### src/cgif_pkg.sv
// Shared types and constants of the 3x3 gray image filter.
`timescale 1ns / 1ps

package cgif_pkg;

	localparam int SAMPLE_W    = 16;
	localparam int ROW_W       = 16;
	localparam int COL_W       = 10;
	localparam int IMG_WIDTH_W = 11;
	localparam int KROW_W      = 24;
	localparam int SHIFT_W     = 3;
	localparam int CFG_DATA_W  = 24;
	localparam int CFG_INDEX_W = 3;
	localparam int FRAC_BITS   = 8;
	localparam int PROD_W      = 25;
	localparam int SUM_W       = 29;

	localparam int QUEUE_DEPTH = 4;
	localparam int QPTR_W      = $clog2(QUEUE_DEPTH);
	localparam int LEVEL_W     = $clog2(QUEUE_DEPTH + 1);

	localparam logic [SAMPLE_W-1:0] LUMA_R = 16'd77;
	localparam logic [SAMPLE_W-1:0] LUMA_G = 16'd150;
	localparam logic [SAMPLE_W-1:0] LUMA_B = 16'd29;

	localparam logic [CFG_INDEX_W-1:0] CFG_KERNEL_TOP    = 3'd0;
	localparam logic [CFG_INDEX_W-1:0] CFG_KERNEL_MID    = 3'd1;
	localparam logic [CFG_INDEX_W-1:0] CFG_KERNEL_BOTTOM = 3'd2;
	localparam logic [CFG_INDEX_W-1:0] CFG_RESULT_SHIFT  = 3'd3;
	localparam logic [CFG_INDEX_W-1:0] CFG_IMAGE_WIDTH   = 3'd4;
	localparam logic [CFG_INDEX_W-1:0] CFG_IMAGE_HEIGHT  = 3'd5;
	localparam logic [CFG_INDEX_W-1:0] CFG_COLOR_MODE    = 3'd6;

	typedef struct packed {
		logic [7:0] red;
		logic [7:0] green;
		logic [7:0] blue;
	} pixel_t;

	typedef struct packed {
		logic [7:0]       pixel_out;
		logic [ROW_W-1:0] out_row;
		logic [COL_W-1:0] out_col;
		logic             frame_last;
	} result_t;

	typedef struct packed {
		logic             produce;
		logic [ROW_W-1:0] row;
		logic [COL_W-1:0] col;
		logic             last;
	} item_meta_t;

	typedef struct packed {
		logic [SAMPLE_W-1:0] top;
		logic [SAMPLE_W-1:0] mid;
		logic [SAMPLE_W-1:0] bot;
		item_meta_t          meta;
	} queue_entry_t;

endpackage

### src/cgif_back.sv
// Back end: 3x3 window, multiply-accumulate, shift and clamp, result register.
`timescale 1ns / 1ps

module cgif_back import cgif_pkg::*; (
	input  logic                    clk,
	input  logic                    arst_n,
	input  logic [2:0][KROW_W-1:0]  kernel,
	input  logic [SHIFT_W-1:0]      result_shift,
	input  logic [LEVEL_W-1:0]      fifo_level,
	input  queue_entry_t            pop_entry,
	output logic                    pop,
	output logic                    res_valid,
	input  logic                    res_ready,
	output result_t                 res
);

	logic [SAMPLE_W-1:0]     win_q [3][3];
	logic signed [PROD_W-1:0] prod_s2 [3][3];
	logic signed [SUM_W-1:0]  rsum_s3 [3];
	logic signed [SUM_W-1:0]  total_s4;
	logic signed [SUM_W-1:0]  shifted;
	logic [3:0]               shift_amt;
	logic [7:0]               clamped;
	item_meta_t               meta_s1, meta_s2, meta_s3, meta_s4;
	logic                     valid_s1, valid_s2, valid_s3, valid_s4;
	logic                     res_valid_q;
	result_t                  res_q;
	logic                     en;

	assign en  = !res_valid_q || res_ready;
	assign pop = (fifo_level != '0) && en;

	assign shift_amt = 4'(FRAC_BITS) + {1'b0, result_shift};
	assign shifted   = total_s4 >>> shift_amt;

	always_comb begin
		if (shifted < 0) begin
			clamped = 8'd0;
		end else if (shifted > SUM_W'(255)) begin
			clamped = 8'd255;
		end else begin
			clamped = shifted[7:0];
		end
	end

	always_ff @(posedge clk or negedge arst_n) begin
		if (!arst_n) begin
			valid_s1    <= 1'b0;
			valid_s2    <= 1'b0;
			valid_s3    <= 1'b0;
			valid_s4    <= 1'b0;
			res_valid_q <= 1'b0;
			for (int i = 0; i < 3; i++) begin
				for (int j = 0; j < 3; j++) begin
					win_q[i][j] <= '0;
				end
			end
		end else if (en) begin
			valid_s1    <= pop && pop_entry.meta.produce;
			valid_s2    <= valid_s1;
			valid_s3    <= valid_s2;
			valid_s4    <= valid_s3;
			res_valid_q <= valid_s4;
			if (pop) begin
				for (int i = 0; i < 3; i++) begin
					win_q[i][0] <= win_q[i][1];
					win_q[i][1] <= win_q[i][2];
				end
				win_q[0][2] <= pop_entry.top;
				win_q[1][2] <= pop_entry.mid;
				win_q[2][2] <= pop_entry.bot;
			end
		end
	end

	always_ff @(posedge clk) begin
		if (en) begin
			meta_s1 <= pop_entry.meta;
			meta_s2 <= meta_s1;
			meta_s3 <= meta_s2;
			meta_s4 <= meta_s3;
			for (int i = 0; i < 3; i++) begin
				for (int j = 0; j < 3; j++) begin
					prod_s2[i][j] <= PROD_W'($signed({1'b0, win_q[i][j]}))
						* PROD_W'($signed(kernel[i][8*j +: 8]));
				end
				rsum_s3[i] <= SUM_W'(prod_s2[i][0]) + SUM_W'(prod_s2[i][1])
					+ SUM_W'(prod_s2[i][2]);
			end
			total_s4 <= rsum_s3[0] + rsum_s3[1] + rsum_s3[2];
			res_q.pixel_out  <= clamped;
			res_q.out_row    <= meta_s4.row;
			res_q.out_col    <= meta_s4.col;
			res_q.frame_last <= meta_s4.last;
		end
	end

	assign res_valid = res_valid_q;
	assign res       = res_q;

`ifndef SYNTH
	a_hold_when_stalled: assert property (@(posedge clk) disable iff (!arst_n)
		res_valid_q && !res_ready |-> !pop)
		else $error("request taken from queue while result stalled");
`endif

endmodule

### config.mk
export PLATFORM = sky130hd
export DESIGN_NAME = cgif_back
export DESIGN_NICKNAME = d
export VERILOG_FILES = /design/src/cgif_pkg.sv /design/src/cgif_back.sv
export SDC_FILE = /design/constraint.sdc
export NUM_CORES = 2
export LEC_CHECK = 0
export ABC_AREA = 1
export BUFFER_PORTS_ARGS = -buffer_cell sky130_fd_sc_hd__buf_2
export CORE_UTILIZATION = 55
export DETAILED_ROUTE_END_ITERATION = 10
export PLACE_DENSITY = 0.76
export SYNTH_ARGS = -nofsm -noshare
export SYNTH_HDL_FRONTEND = slang
export SYNTH_SLANG_ARGS = --single-unit
export TNS_END_PERCENT = 10
### constraint.sdc
create_clock -name clk -period 15.8 [get_ports clk]
set_clock_uncertainty 0.05 [all_clocks]
set_input_delay 3.16 -clock clk [delete_from_list [all_inputs] [get_ports clk]]
set_output_delay 3.16 -clock clk [all_outputs]
set_load 0.02 [all_outputs]
==> parameters.txt <==
Parameter                              Value

Clock network
  Max Root-Sink Buffers    3
  CTS tree    yes
  Number of levels the H-tree was split into    3
  Root cell of the clock tree    sky130_fd_sc_hd__clkbuf_16
  Number of hold buffers added after cts    0
  Number of sinks driven by the clock tree    about 620
  Number of gates resized after CTS    0
  Number of buffers inserted during clock tree synthesis    74
  Clock transition at the registers of the reported paths    0.06 ns
  Post-CTS Setup Inserts    0
  Worst skew pair latency    0.68 ns

Drt
  First-pass detailed-route iteration total    6
  Via density per instance    5.21
  Total Wirelength    around 170000 um
  Residual antenna-violating net count after detailed routing    0
  Count of unresolved DRC violations after routing    0
  Initial drt markers    between 4000 and 5000
  Per-cell routed wire length    16.6 um
  Via count    53800

Timing
  Worst slew pin tran    roughly 1.0 ns
  Post-route worst hold slack    about 0.36 ns
  Slew HR    0.326
  Tmin final    between 8 and 9 ns
  Final-report hold violation count    0
  Final setup fails    0
  RSZ-0062 raised after global routing    false
  Summed negative setup slack over all endpoints    0 ns
  Pins over their slew limit    0
  Final worst-path cycle share    0.522
  Highest clock frequency the design can meet    roughly 120 MHz

Global routing
  Antenna violations before repair    4
  Global Route Usage Sum    0.272
  Number of global-route vias before repair    ~55000
  First-pass GRT wire length    roughly 280000 um
  Overflow after GRT    0
  Largest net degree at the start of global routing    around 110

Synthesis
  Flip-flop cell with the highest count after synthesis    sky130_fd_sc_hd__edfxtp_1
  Number of enable flip-flop cells after synthesis    470
  Count of synthesis-stage warnings from yosys    0
  Cell area after synthesis    ~70000 um2
  Post-synthesis sequential area ratio    0.253
  Synthesized area per cell    about 8.2 um2
  Asr flop ratio synth    0.241
  Gate count after technology mapping    ~8600
  Distinct cell type count of the synthesized netlist    46
  Mapped Nets    just over 10000
  Flip-flop and latch count after synthesis    just over 600

Critical path
  Max incr delay on CP    roughly 0.58 ns
  Path depth of the worst reg2reg path    16
  Capture point of the critical path    pop
  Launching instance or port of the critical path    res_ready
  FF-to-FF End    prod_s2[0][45]$_DFFE_PP_
  Crit path buf inv count    4
  Crit path max-delay family    buffers and inverters
  Critical Path End Type    primary output
  Largest fanout on the critical path    roughly 100
  Total number of cells along the worst setup path    6
  Cells along the critical path    buf_2 > nor2_1 > inv_8 > o31ai_4 > inv_4 > buf_2
  Kind of start point of the critical path    input port
  Source of the worst register-to-register timing path    win_q[118]$_DFFE_PN0P_
  Register-to-register setup slack    roughly 11 ns
  Crit-path most repeated cell    sky130_fd_sc_hd__buf_2
  Worst-path cell with the longest stage delay    sky130_fd_sc_hd__inv_4
  Worst EP required    ~13 ns
  Arrival time at the worst endpoint    around 5.0 ns
  Classification of the worst setup path    input port to primary output

Floorplanning
  Initial cell density of the core    0.554
  Overall die area    130000 um2
  Die span in x    360 um
  Ports    194
  Std-Cell Core Area    128000 um2
  Die Y-Extent    around 360 um
  Row Count    ~130

Placed design
  Instance area after placement    72500 um2
  Final HPWL from detailed placement    approximately 140000 um
  Port Buffer Count    just under 200
  Cell Count Post-Placement    10200
  Final weighted congestion in routability-driven placement    between 0.9 and 1

Finish
  Final #Nets    slightly above 10000
  Layout overhead on the synthesized area    6.37%
  Post-Layout Cell Count    around 10000
  Post-route design area    about 75000 um2
  Proportion of layout cells with a drive suffix above 1    0.0410

Status
  Result of the run    complete, no violations

Worst hold path
  Startpoint of the worst hold path    meta_s4[8]$_DFFE_PP_
  Type of the most critical hold path    flop to flop

Job
  Count of maximum capacitance violations    0
## registers in the layout, indices dropped and copies added, names as in the netlist, 21 cells and up
register	count
meta_s4	27
meta_s3	27
total_s4	21
res	35
meta_s1	27
meta_s2	27
prod_s2	225
win_q	144
rsum_s3	81
## worst min-delay path by stage
stage | to | cells past startpoint | slack [ns]
after CTS | meta_s3[19]$_DFFE_PP_ | 0 | 0.37
after global routing | meta_s2[18]$_DFFE_PP_ | 0 | 0.37
final | res[8]$_DFFE_PP_ | 0 | 0.36
after floorplan | meta_s2[0]$_DFFE_PP_ | 0 | 0.35
after global placement | res[0]$_DFFE_PP_ | 0 | 0.35
after detailed placement | meta_s2[7]$_DFFE_PP_ | 0 | 0.35
## metal layers
metal / part of all wire / vias to the layer above / track usage
met3: 0.066 / 303 / 0.0362
li1: - / 25700 / -
met2: 0.48 / 1755 / 0.454
met4: 0.030 / 0 / 0.0871
met1: 0.43 / 26100 / 0.367
met5: 0 / - / 0
## layout by cell type (no fill, tap or decap), types with 10 or more instances in the layout
master                      count
sky130_fd_sc_hd__nand4_1       55
sky130_fd_sc_hd__nand2_1     2212
sky130_fd_sc_hd__ha_1         633
sky130_fd_sc_hd__buf_2        192
sky130_fd_sc_hd__dfrtp_1      149
sky130_fd_sc_hd__buf_4         12
sky130_fd_sc_hd__a21oi_1      311
sky130_fd_sc_hd__fa_1         869
sky130_fd_sc_hd__o21ai_0      204
sky130_fd_sc_hd__o21ai_1       13
sky130_fd_sc_hd__clkinv_2      10
sky130_fd_sc_hd__o21ai_2       10
sky130_fd_sc_hd__xnor2_1       56
sky130_fd_sc_hd__o21bai_1      27
sky130_fd_sc_hd__nor2_1       440
sky130_fd_sc_hd__clkinv_1      10
sky130_fd_sc_hd__edfxtp_1     470
sky130_fd_sc_hd__nand3_1      247
sky130_fd_sc_hd__a21o_1        41
sky130_fd_sc_hd__nor4_1        22
sky130_fd_sc_hd__clkbuf_16     76
sky130_fd_sc_hd__inv_1       2276
sky130_fd_sc_hd__nor3_1        52
sky130_fd_sc_hd__xor2_1       167
sky130_fd_sc_hd__or2_2         11
## final cells by class
class	instances	area, um2
inverter	2279	8570
antenna	2	5.00
timing repair buffer	205	1060
clock inverter	51	653
tap	1662	2080
sequential	619	17800
fill	11200	52400
multi-input combinational	5429	43000
clock buffer	86	1950
## synth_stat cells, drive strengths merged (27+ instances only)
library cell | n | share of area
a21o | 41 | 0.0044
a21oi | 311 | 0.022
buf | 40 | 0.0029
clkbuf | 281 | 0.015
dfrtp | 149 | 0.053
edfxtp | 470 | 0.20
fa | 869 | 0.25
ha | 633 | 0.11
inv | 2279 | 0.12
nand2 | 2215 | 0.12
nand3 | 247 | 0.018
nand4 | 55 | 0.0049
nor2 | 441 | 0.024
nor3 | 52 | 0.0037
o21ai | 227 | 0.017
o21bai | 27 | 0.0029
xnor2 | 56 | 0.0069
xor2 | 167 | 0.021
## per-stage QoR
stage / utilization / setup WS (ns)
floorplan: - / 3.11
detailed placement: 0.569 / 7.56
global placement: 0.569 / 7.59
global route: 0.589 / 7.44
CTS: 0.589 / 7.54
finish: 0.589 / 7.56
## cells by family (layout without fill, tap and decap cells)
| family | count (synthesis) | after routing | synth area share |
|---|---|---|---|
| adder cells (fa/ha/maj) | 1502 | 1502 | 0.358 |
| AND/OR/NAND/NOR | 3057 | 3057 | 0.172 |
| flip-flops | 619 | 619 | 0.253 |
| other | 0 | 2 | 0 |
| buffers and inverters | 2600 | 2621 | 0.139 |
| AO/OA/AOI/OAI | 641 | 641 | 0.0498 |
| multiplexers | 6 | 6 | 0.000850 |
| XOR/XNOR | 223 | 223 | 0.0277 |
Power is left out: the tool's default activity adds up to more than one toggle a clock period on the data nets, which glitch-free logic cannot reach.
