## config.mk

```make
export PLATFORM = sky130hd
export DESIGN_NAME = cgif_fifo
export DESIGN_NICKNAME = d
export VERILOG_FILES = /design/src/cgif_pkg.sv /design/src/cgif_fifo.sv
export SDC_FILE = /design/constraint.sdc
export NUM_CORES = 1
export LEC_CHECK = 0
export BUFFER_PORTS_ARGS = -buffer_cell sky130_fd_sc_hd__clkbuf_2
export CORE_MARGIN = 2
export CORE_UTILIZATION = 40
export CTS_CLUSTER_DIAMETER = 100
export CTS_CLUSTER_SIZE = 25
export DETAILED_ROUTE_END_ITERATION = 8
export SLEW_MARGIN = 15
export SYNTH_ARGS = -nofsm -noshare
export SYNTH_HDL_FRONTEND = slang
export SYNTH_SLANG_ARGS = --single-unit
```

## constraint.sdc

```tcl
create_clock -name clk -period 9.3 [get_ports clk]
set_clock_uncertainty 0.2 [all_clocks]
set_input_delay 1.86 -clock clk [delete_from_list [all_inputs] [get_ports clk]]
set_output_delay 1.86 -clock clk [all_outputs]
set_load 0.01 [all_outputs]
```

## src/cgif_pkg.sv

```systemverilog
// Shared types and constants of the 3x3 gray image filter.
`timescale 1ns / 1ps

package cgif_pkg;

	localparam int SAMPLE_W    = 16;
	localparam int ROW_W       = 16;
	localparam int COL_W       = 10;
	localparam int IMG_WIDTH_W = 11;
	localparam int KROW_W      = 24;
	localparam int SHIFT_W     = 3;
	localparam int CFG_DATA_W  = 24;
	localparam int CFG_INDEX_W = 3;
	localparam int FRAC_BITS   = 8;
	localparam int PROD_W      = 25;
	localparam int SUM_W       = 29;

	localparam int QUEUE_DEPTH = 4;
	localparam int QPTR_W      = $clog2(QUEUE_DEPTH);
	localparam int LEVEL_W     = $clog2(QUEUE_DEPTH + 1);

	localparam logic [SAMPLE_W-1:0] LUMA_R = 16'd77;
	localparam logic [SAMPLE_W-1:0] LUMA_G = 16'd150;
	localparam logic [SAMPLE_W-1:0] LUMA_B = 16'd29;

	localparam logic [CFG_INDEX_W-1:0] CFG_KERNEL_TOP    = 3'd0;
	localparam logic [CFG_INDEX_W-1:0] CFG_KERNEL_MID    = 3'd1;
	localparam logic [CFG_INDEX_W-1:0] CFG_KERNEL_BOTTOM = 3'd2;
	localparam logic [CFG_INDEX_W-1:0] CFG_RESULT_SHIFT  = 3'd3;
	localparam logic [CFG_INDEX_W-1:0] CFG_IMAGE_WIDTH   = 3'd4;
	localparam logic [CFG_INDEX_W-1:0] CFG_IMAGE_HEIGHT  = 3'd5;
	localparam logic [CFG_INDEX_W-1:0] CFG_COLOR_MODE    = 3'd6;

	typedef struct packed {
		logic [7:0] red;
		logic [7:0] green;
		logic [7:0] blue;
	} pixel_t;

	typedef struct packed {
		logic [7:0]       pixel_out;
		logic [ROW_W-1:0] out_row;
		logic [COL_W-1:0] out_col;
		logic             frame_last;
	} result_t;

	typedef struct packed {
		logic             produce;
		logic [ROW_W-1:0] row;
		logic [COL_W-1:0] col;
		logic             last;
	} item_meta_t;

	typedef struct packed {
		logic [SAMPLE_W-1:0] top;
		logic [SAMPLE_W-1:0] mid;
		logic [SAMPLE_W-1:0] bot;
		item_meta_t          meta;
	} queue_entry_t;

endpackage

```

## src/cgif_fifo.sv

```systemverilog
// Short register queue between the front and back ends.
`timescale 1ns / 1ps

module cgif_fifo import cgif_pkg::*; (
	input  logic               clk,
	input  logic               arst_n,
	input  logic               push,
	input  queue_entry_t       push_entry,
	input  logic               pop,
	output queue_entry_t       pop_entry,
	output logic [LEVEL_W-1:0] level
);

	queue_entry_t        entry_q [QUEUE_DEPTH];
	logic [QPTR_W-1:0]   wr_ptr_q, rd_ptr_q;
	logic [LEVEL_W-1:0]  level_q;

	always_ff @(posedge clk or negedge arst_n) begin
		if (!arst_n) begin
			wr_ptr_q <= '0;
			rd_ptr_q <= '0;
			level_q  <= '0;
		end else begin
			if (push) begin
				wr_ptr_q <= wr_ptr_q + QPTR_W'(1);
			end
			if (pop) begin
				rd_ptr_q <= rd_ptr_q + QPTR_W'(1);
			end
			if (push && !pop) begin
				level_q <= level_q + LEVEL_W'(1);
			end else if (pop && !push) begin
				level_q <= level_q - LEVEL_W'(1);
			end
		end
	end

	always_ff @(posedge clk) begin
		if (push) begin
			entry_q[wr_ptr_q] <= push_entry;
		end
	end

	assign pop_entry = entry_q[rd_ptr_q];
	assign level     = level_q;

`ifndef SYNTH
	a_no_pop_empty: assert property (@(posedge clk) disable iff (!arst_n)
		pop |-> level_q != '0)
		else $error("request popped from an empty queue");

	a_level_tracks: assert property (@(posedge clk) disable iff (!arst_n)
		push && !pop |=> level_q == $past(level_q) + LEVEL_W'(1))
		else $error("queue level lost a request");
`endif

endmodule

```

==> results of run 1 <==
==> worst paths after layout <==
| check | start | end | slack, ns | cells past startpoint |
|---|---|---|---|---|
| max in group asynchronous | arst_n | rd_ptr_q[0] | 7.69 | 1 |
| setup / recovery | rd_ptr_q[0] | pop_entry[26] | 4.21 | 3 |
| hold / removal | level[2] | level[2] | 0.29 | 1 |
| hold reg to reg | level[2] | level[2] | 0.29 | 1 |
| setup reg to reg | wr_ptr_q[0] | entry_q[0][20] | 6.84 | 4 |
| min in group asynchronous | arst_n | rd_ptr_q[1] | 0.99 | 1 |
==> area by class of cell <==
class                   instances  area [µm²]
fillers                      2335       14800
flip-flops and latches        311        9310
multi-input cells              97        1910
repair buffers                165         883
well taps                     378         473
clock buffers                  26         459
clock inverters                 2        41.3
inverters                       4        15.0
==> metrics by stage <==
stage	instance area, µm²	instances	worst slack (ns)	hold slack [ns]	utilization (%)
2_1_floorplan	11400	430	5.02	0.291	-
3_3_place_gp	12500	953	4.58	0.256	45.0
3_5_place_dp	12600	954	4.58	0.263	45.1
4_1_cts	13100	982	4.03	0.284	46.9
5_1_grt	13100	983	3.87	0.311	47.0
6_report	13100	983	4.21	0.288	47.0
==> registers in the layout, indices dropped and copies added, names as in the netlist <==
name,flops
entry_q,304
level,3
wr_ptr_q,2
rd_ptr_q,2
==> synthesized netlist by cell type, types with 2 or more instances <==
master	n	area (µm²)
mux4_2	76	1710
buf_4	3	22.5
buf_12	2	40.0
inv_1	4	15.0
and2_1	4	25.0
nand2_1	2	7.51
dfrtp_1	7	175
edfxtp_1	304	9130
ha_1	5	62.6
buf_2	8	40.0
clkbuf_1	3	11.3
xor2_1	4	35.0
xnor2_1	2	17.5
==> logic make-up after synthesis <==
family / share of synthesized area (%)
DFF: 81.9
muxes: 15.2
buffers and inverters: 1.37
and+or+nand+nor: 0.319
xor gates and xnor gates: 0.463
adders and majority gates: 0.727
AOI/OAI and AO/OA: 0.0440
==> metal layers <==
layer | global-route usage [%] | part of all wire [%] | up-vias
met1 | 18.2 | 43 | 2611
met2 | 23.3 | 49 | 126
met4 | 2.56 | 1.0 | 0
met5 | 0 | 0 | -
met3 | 3.43 | 6.3 | 17
li1 | - | - | 2160
==> where the power goes <==
part           total, W  internal, W  switching (W)
registers       0.00196      0.00183       0.000133
clock network  0.000782     0.000374       0.000408
logic           0.00113     0.000540       0.000588
==> flow_summary.yaml, run 1 <==
detailed_routing:
  viasPerCell: 5.00
  first_iter_violations: 352
  firstDrtPassIters: 4
  wire_per_inst_um: 20.8
  via_count: 4914
  routed_wl_um: 20500
  drcViolationCount: 0
  ant_nets: 0
setup_path:
  critPathMaxFanout: 44
  crit_path_end_kind: "output port"
  required_ns: 7.24
  cp.buffers_inverters: 2
  worst_ep_arrival_time_ns: 3.03
  crit_chain: "buf_4 -> mux4_2 -> clkbuf_2"
  max_stage_delay_ns: 0.91
  worstSetupPathType: "reg -> out"
  cp_top_family: "buffers and inverters"
  crit_path_top_delay_cell: "dfrtp_4"
  startpoint_type: "flip-flop"
synth:
  avgSynthCellArea_um2: 26.4
  synth_flop_cell: "edfxtp_1"
  synthArstFlopShare_pct: 2.25
  synth_area_mm2: 0.0114
  ys_seq_elements: 311
  yosysUniqueCellTypes: 19
  yosys_warnings: 0
  synth.yosys.seq_area_share_pct: 81.9
  syn-instance-count: 430
  synth_nets: 516
  synth-edff-count: 304
clocking:
  cts_resized: 0
  hold_buffers: 0
  cts.path.max_buffers: 3
  htreeDepth: 1
  numCtsBuffers: 16
  post_cts_buffers: 0
  clk_latency_ns: 0.50
  cts_tree: "built"
  root_buffer: "clkbuf_16"
  cts_num_sinks: 311
  clk_pin_slew_ns: 0.09
global_routing:
  grt_max_degree: 78
  grt_pass1_vias: 5306
  antenna_found_initial: 0
  grt_overflow: 0
  grt_pass1_wl_um: 31300
  gr-usage-all-layers_pct: 13.7
timing:
  finalMaxSlewViolations: 0
  tns_ns: 0
  hold_viol: 0
  tightest_slew_ns: 0.877
  min_period_over_period_pct: 54.7
  slew-limit-headroom_pct: 41.6
  max_freq_mhz: 197
  period_needed_ns: 5.09
  rsz0062_at_grt: "no"
  setup_viol: 0
finish:
  area_delta_synth_final_pct: 15.3
  layout_common_cells: "edfxtp_1, clkbuf_2, mux4_2"
  antenna_cells: 0
  drive_above_1_share_pct: 44.1
  final_common_cell: "edfxtp_1"
  nets: 681
floorplanning:
  initial_core_util_pct: 40.8
  die_area_mm2: 0.0298
  pin_count: 159
  rows: 61
  chipHeight_um: 173
  dieWidth_um: 173
  core_area_mm2: 0.0279
flow_run:
  cap_viol_max_count: 0
placement:
  gp_congestion: 0.652
  dp_hpwl_um: 12100
  io_buffers: 158
worst_hold_path:
  worstHoldPathType: "reg -> reg"
power:
  finalPower_w: 0.00388
  ir_worst_vdd_mv: 0.132
  power.density_mw_per_mm2: 296
  leakage_nw: 4.42
outcome:
  status: "finished clean"
(Power assumes the default switching activity.)
==> inputs of run 2 (changes only) <==
- clock period: 9.3 -> 4.7 ns (I/O delays scaled with it)
==> flow_summary.yaml, run 2 (synthesis gave the netlist of run 1 again) <==
outcome:
  status: "finished clean"
clocking:
  htreeDepth: 1
  root_buffer: "clkbuf_16"
  numCtsBuffers: 16
  clk_pin_slew_ns: 0.10
  clk_latency_ns: 0.49
  cts_num_sinks: 311
  cts_resized: 0
  cts_tree: "built"
  cts.path.max_buffers: 3
  post_cts_buffers: 0
  hold_buffers: 0
detailed_routing:
  wire_per_inst_um: 20.9
  firstDrtPassIters: 4
  first_iter_violations: 386
  via_count: 4942
  drcViolationCount: 0
  viasPerCell: 5.01
  routed_wl_um: 20600
  ant_nets: 0
placement:
  io_buffers: 158
  dpl_cell_area_mm2: 0.0126
  dp_hpwl_um: 12100
  gp_congestion: 0.694
timing:
  hold_viol: 0
  finalMaxSlewViolations: 0
  max_freq_mhz: 294
  slew-limit-headroom_pct: 42.9
  timing.hold.ws_ns: 0.0740
  setup_viol: 0
  tns_ns: 0
  rsz0062_at_grt: "no"
  min_period_over_period_pct: 72.3
  period_needed_ns: 3.40
  tightest_slew_ns: 0.856
setup_path:
  crit_path_end_kind: "output port"
  worst_ep_arrival_time_ns: 2.26
  startpoint_type: "flip-flop"
  critPathMaxFanout: 78
  worstSetupPathType: "reg -> out"
  required_ns: 3.56
  r2r_cells: 4
global_routing:
  grt_pass1_vias: 5551
  grt_overflow: 0
  grt_max_degree: 79
  antenna_found_initial: 0
  gr-usage-all-layers_pct: 13.9
  grt_pass1_wl_um: 32100
finish:
  nets: 684
  area_delta_synth_final_pct: 15.2
  largest_register_ffs: 304
  fin_area_mm2: 0.0131
  drive_above_1_share_pct: 44.2
  layout_common_cells: "edfxtp_1, clkbuf_2, mux4_2"
  nFillCells: 2295
  antenna_cells: 0
  final_common_cell: "edfxtp_1"
  largest-register: "entry_q"
floorplanning:
  core_area_mm2: 0.0279
  rows: 61
  pin_count: 159
  die_area_mm2: 0.0298
  dieWidth_um: 173
  chipHeight_um: 173
  initial_core_util_pct: 40.8
worst_hold_path:
  worstHoldPathType: "in -> async"
power:
  leakage_nw: 4.42
  finalPower_w: 0.00765
  ir_worst_vdd_mv: 0.393
  power.density_mw_per_mm2: 584
flow_run:
  cap_viol_max_count: 0
run 2: cell count changes in the layout (fill, tap and decap cells not counted), sizes merged:
cell	before	now
buf	7	10
bufinv	1	0
clkbuf	184	185
run 2: layer usage:
metal / up-vias / share of wire, % / GRT usage (%) / wire length (µm)
met4: 0 / 1.1 / 2.78 / 231
li1: 2165 / - / - / -
met3: 19 / 5.9 / 2.94 / 1220
met1: 2610 / 42 / 18.3 / 8630
met2: 148 / 51 / 24.0 / 10500
met5: - / 0 / 0 / 0
run 2: layout make-up:
class / instances / area, µm² / area share, %
multi-input combinational: 97 / 1910 / 14.6
clock buffer: 27 / 463 / 3.54
timing repair buffer: 168 / 898 / 6.86
tap: 378 / 473 / 3.61
inverter: 4 / 15.0 / 0.115
sequential: 311 / 9310 / 71.2
clock inverter: 1 / 16.3 / 0.124
run 2: power by group:
part | switching [W] | total [W] | internal [W]
Clock | 0.000812 | 0.00150 | 0.000691
Sequential | 0.000189 | 0.00381 | 0.00363
Combinational | 0.00125 | 0.00233 | 0.00108
Total | 0.00225 | 0.00765 | 0.00540
run 2: critical path, stage by stage (launching register included):
cell	delay (ns)
dfrtp_4	0.42
buf_12	0.50
mux4_2	0.62
clkbuf_2	0.15
run 2: through the flow:
stage / setup slack [ns] / utilization (%) / cells
after floorplan: 1.34 / - / 430
after detailed placement: 1.68 / 45.2 / 957
after global placement: 1.68 / 45.2 / 957
final: 1.30 / 47.0 / 986
after CTS: 1.12 / 46.9 / 985
after global routing: 1.18 / 47.0 / 986
run 2: path summary, 6_finish.rpt:
check / end / slack (ns) / startpoint
min: wr_ptr_q[1] / 0.07 / arst_n
max: pop_entry[30] / 1.30 / rd_ptr_q[0]
max in group asynchronous: rd_ptr_q[0] / 4.02 / arst_n
min reg2reg: level[2] / 0.29 / level[2]
min in group clk: level[2] / 0.29 / level[2]
max reg2reg: entry_q[0][48] / 2.40 / wr_ptr_q[1]
==> inputs of run 3 (changes only) <==
- clock period: 4.7 -> 3.33 ns (I/O delays scaled with it)
==> flow_summary.yaml, run 3 (synthesis gave the netlist of run 1 again) <==
power:
  p_int_w: 0.00764
  p_comb_share_pct: 30.8
  switching_share_pct: 29.3
  leakage_nw: 4.43
  power_frac_seq_pct: 50.0
  ir_worst_vdd_mv: 0.411
  power.density_mw_per_mm2: 823
  clkPwrFrac_pct: 19.3
  p_sw_w: 0.00317
timing:
  max_freq_mhz: 335
  min_period_over_period_pct: 89.6
  setup_ws_ns: 0.346
  hold_viol: 0
  setup_viol: 0
  timing.hold.ws_ns: 0.174
  period_needed_ns: 2.98
  tns_ns: 0
  rsz0062_at_grt: "no"
  finalMaxSlewViolations: 0
  tightest_slew_ns: 0.516
  slew-limit-headroom_pct: 65.6
setup_path:
  worstSetupPathType: "reg -> out"
  crit_chain: "buf_12 -> mux4_2 -> clkbuf_2"
  endpoint: "pop_entry[65]"
  max_stage_delay_ns: 0.57
  startpoint: "rd_ptr_q[0]"
  critPathMaxFanout: 32
  crit_cells: 3
  r2r_cells: 4
  regToRegSetupSlack_ns: 1.25
  crit_path_top_delay_cell: "dfrtp_4"
  worstReg2RegStart: "wr_ptr_q[0]"
  required_ns: 2.46
  cp_top_family: "flip-flops"
  worst_ep_arrival_time_ns: 2.12
  r2r_end: "entry_q[2][7]"
  crit_path_end_kind: "output port"
  cp.buffers_inverters: 2
  startpoint_type: "flip-flop"
finish:
  fin_area_mm2: 0.0131
  fin_util_pct: 47.1
  final_common_cell: "edfxtp_1"
  antenna_cells: 0
  drive_above_1_share_pct: 44.4
  area_delta_synth_final_pct: 15.6
  nets: 684
  largest_register_ffs: 304
  largest-register: "entry_q"
  layout_common_cells: "edfxtp_1, clkbuf_2, mux4_2"
detailed_routing:
  first_iter_violations: 407
  drcViolationCount: 0
  firstDrtPassIters: 4
  viasPerCell: 5.03
  wire_per_inst_um: 20.7
  via_count: 4943
  routed_wl_um: 20300
  ant_nets: 0
outcome:
  status: "finished clean"
clocking:
  root_buffer: "clkbuf_16"
  numCtsBuffers: 16
  htreeDepth: 1
  cts_num_sinks: 311
  clk_latency_ns: 0.49
  cts_resized: 0
  clk_pin_slew_ns: 0.10
  cts.path.max_buffers: 3
  cts_tree: "built"
placement:
  dpl_cell_area_mm2: 0.0127
  gp_congestion: 0.698
  io_buffers: 158
  preCtsSetupSlack_ns: 0.836
  dp_hpwl_um: 12200
flow_run:
  cap_viol_max_count: 0
floorplanning:
  die_area_mm2: 0.0298
  initial_core_util_pct: 40.8
  pin_count: 159
  rows: 61
  core_area_mm2: 0.0279
  dieWidth_um: 173
  chipHeight_um: 173
global_routing:
  antenna_found_initial: 0
  grt_pass1_wl_um: 31500
  grt_max_degree: 53
  grt_overflow: 0
  grt_pass1_vias: 5406
  gr-usage-all-layers_pct: 13.7
worst_hold_path:
  worstHoldPathType: "in -> reg"
-- run 3: cell count changes in the layout (fill, tap and decap cells not counted), sizes merged --
cell / change
dlygate4sd3: +1
buf: -1
inv: -1
clkbuf: -5
clkinv: +2
-- run 3: final cells by class --
cell class,instances,area [µm²]
Fill cell,2308,14700
Inverter,4,15.0
Clock buffer,22,444
Sequential cell,311,9310
Multi-Input combinational cell,97,1910
Clock inverter,2,20.0
Timing Repair Buffer,168,956
Tap cell,378,473
-- run 3: how the worst min path moves through the flow --
| stage | from | end | slack, ns | cells after the start |
|---|---|---|---|---|
| floorplan | arst_n | level[0] | 0.17 | 0 |
| global placement | level[2] | level[2] | 0.25 | 1 |
| detailed placement | level[2] | level[2] | 0.26 | 1 |
| CTS | push_entry[20] | entry_q[0][20] | 0.15 | 1 |
| global route | push_entry[20] | entry_q[3][20] | 0.15 | 1 |
| finish | push_entry[45] | entry_q[0][45] | 0.17 | 1 |
-- run 3: power groups by stage --
stage	Sequential [W]	Clock (W)	Combinational [W]
after detailed placement	0.00551	0	0.00343
after global routing	0.00547	0.00230	0.00362
final	0.00540	0.00208	0.00333
after global placement	0.00545	0	0.00341
after floorplan	0.00537	0	0.00228
after CTS	0.00542	0.00216	0.00344
-- run 3: repair_timing --
action,CTS,global route
buffers inserted,0,0
endpoints found under the hold margin,7,0
setup endpoints to repair,0,0
hold buffers,1,0
-- run 3: per-layer routing --
| layer | wire length (µm) | track usage [%] |
|---|---|---|
| met5 | 0 | 0 |
| met4 | 397 | 2.96 |
| met3 | 1100 | 3.09 |
| met2 | 10400 | 23.6 |
| met1 | 8430 | 17.8 |
-- run 3: metrics by stage --
stage	instances	power, W
floorplan	430	0.00765
global placement	957	0.00886
detailed placement	957	0.00894
CTS	982	0.0110
global route	982	0.0114
finish	982	0.0108
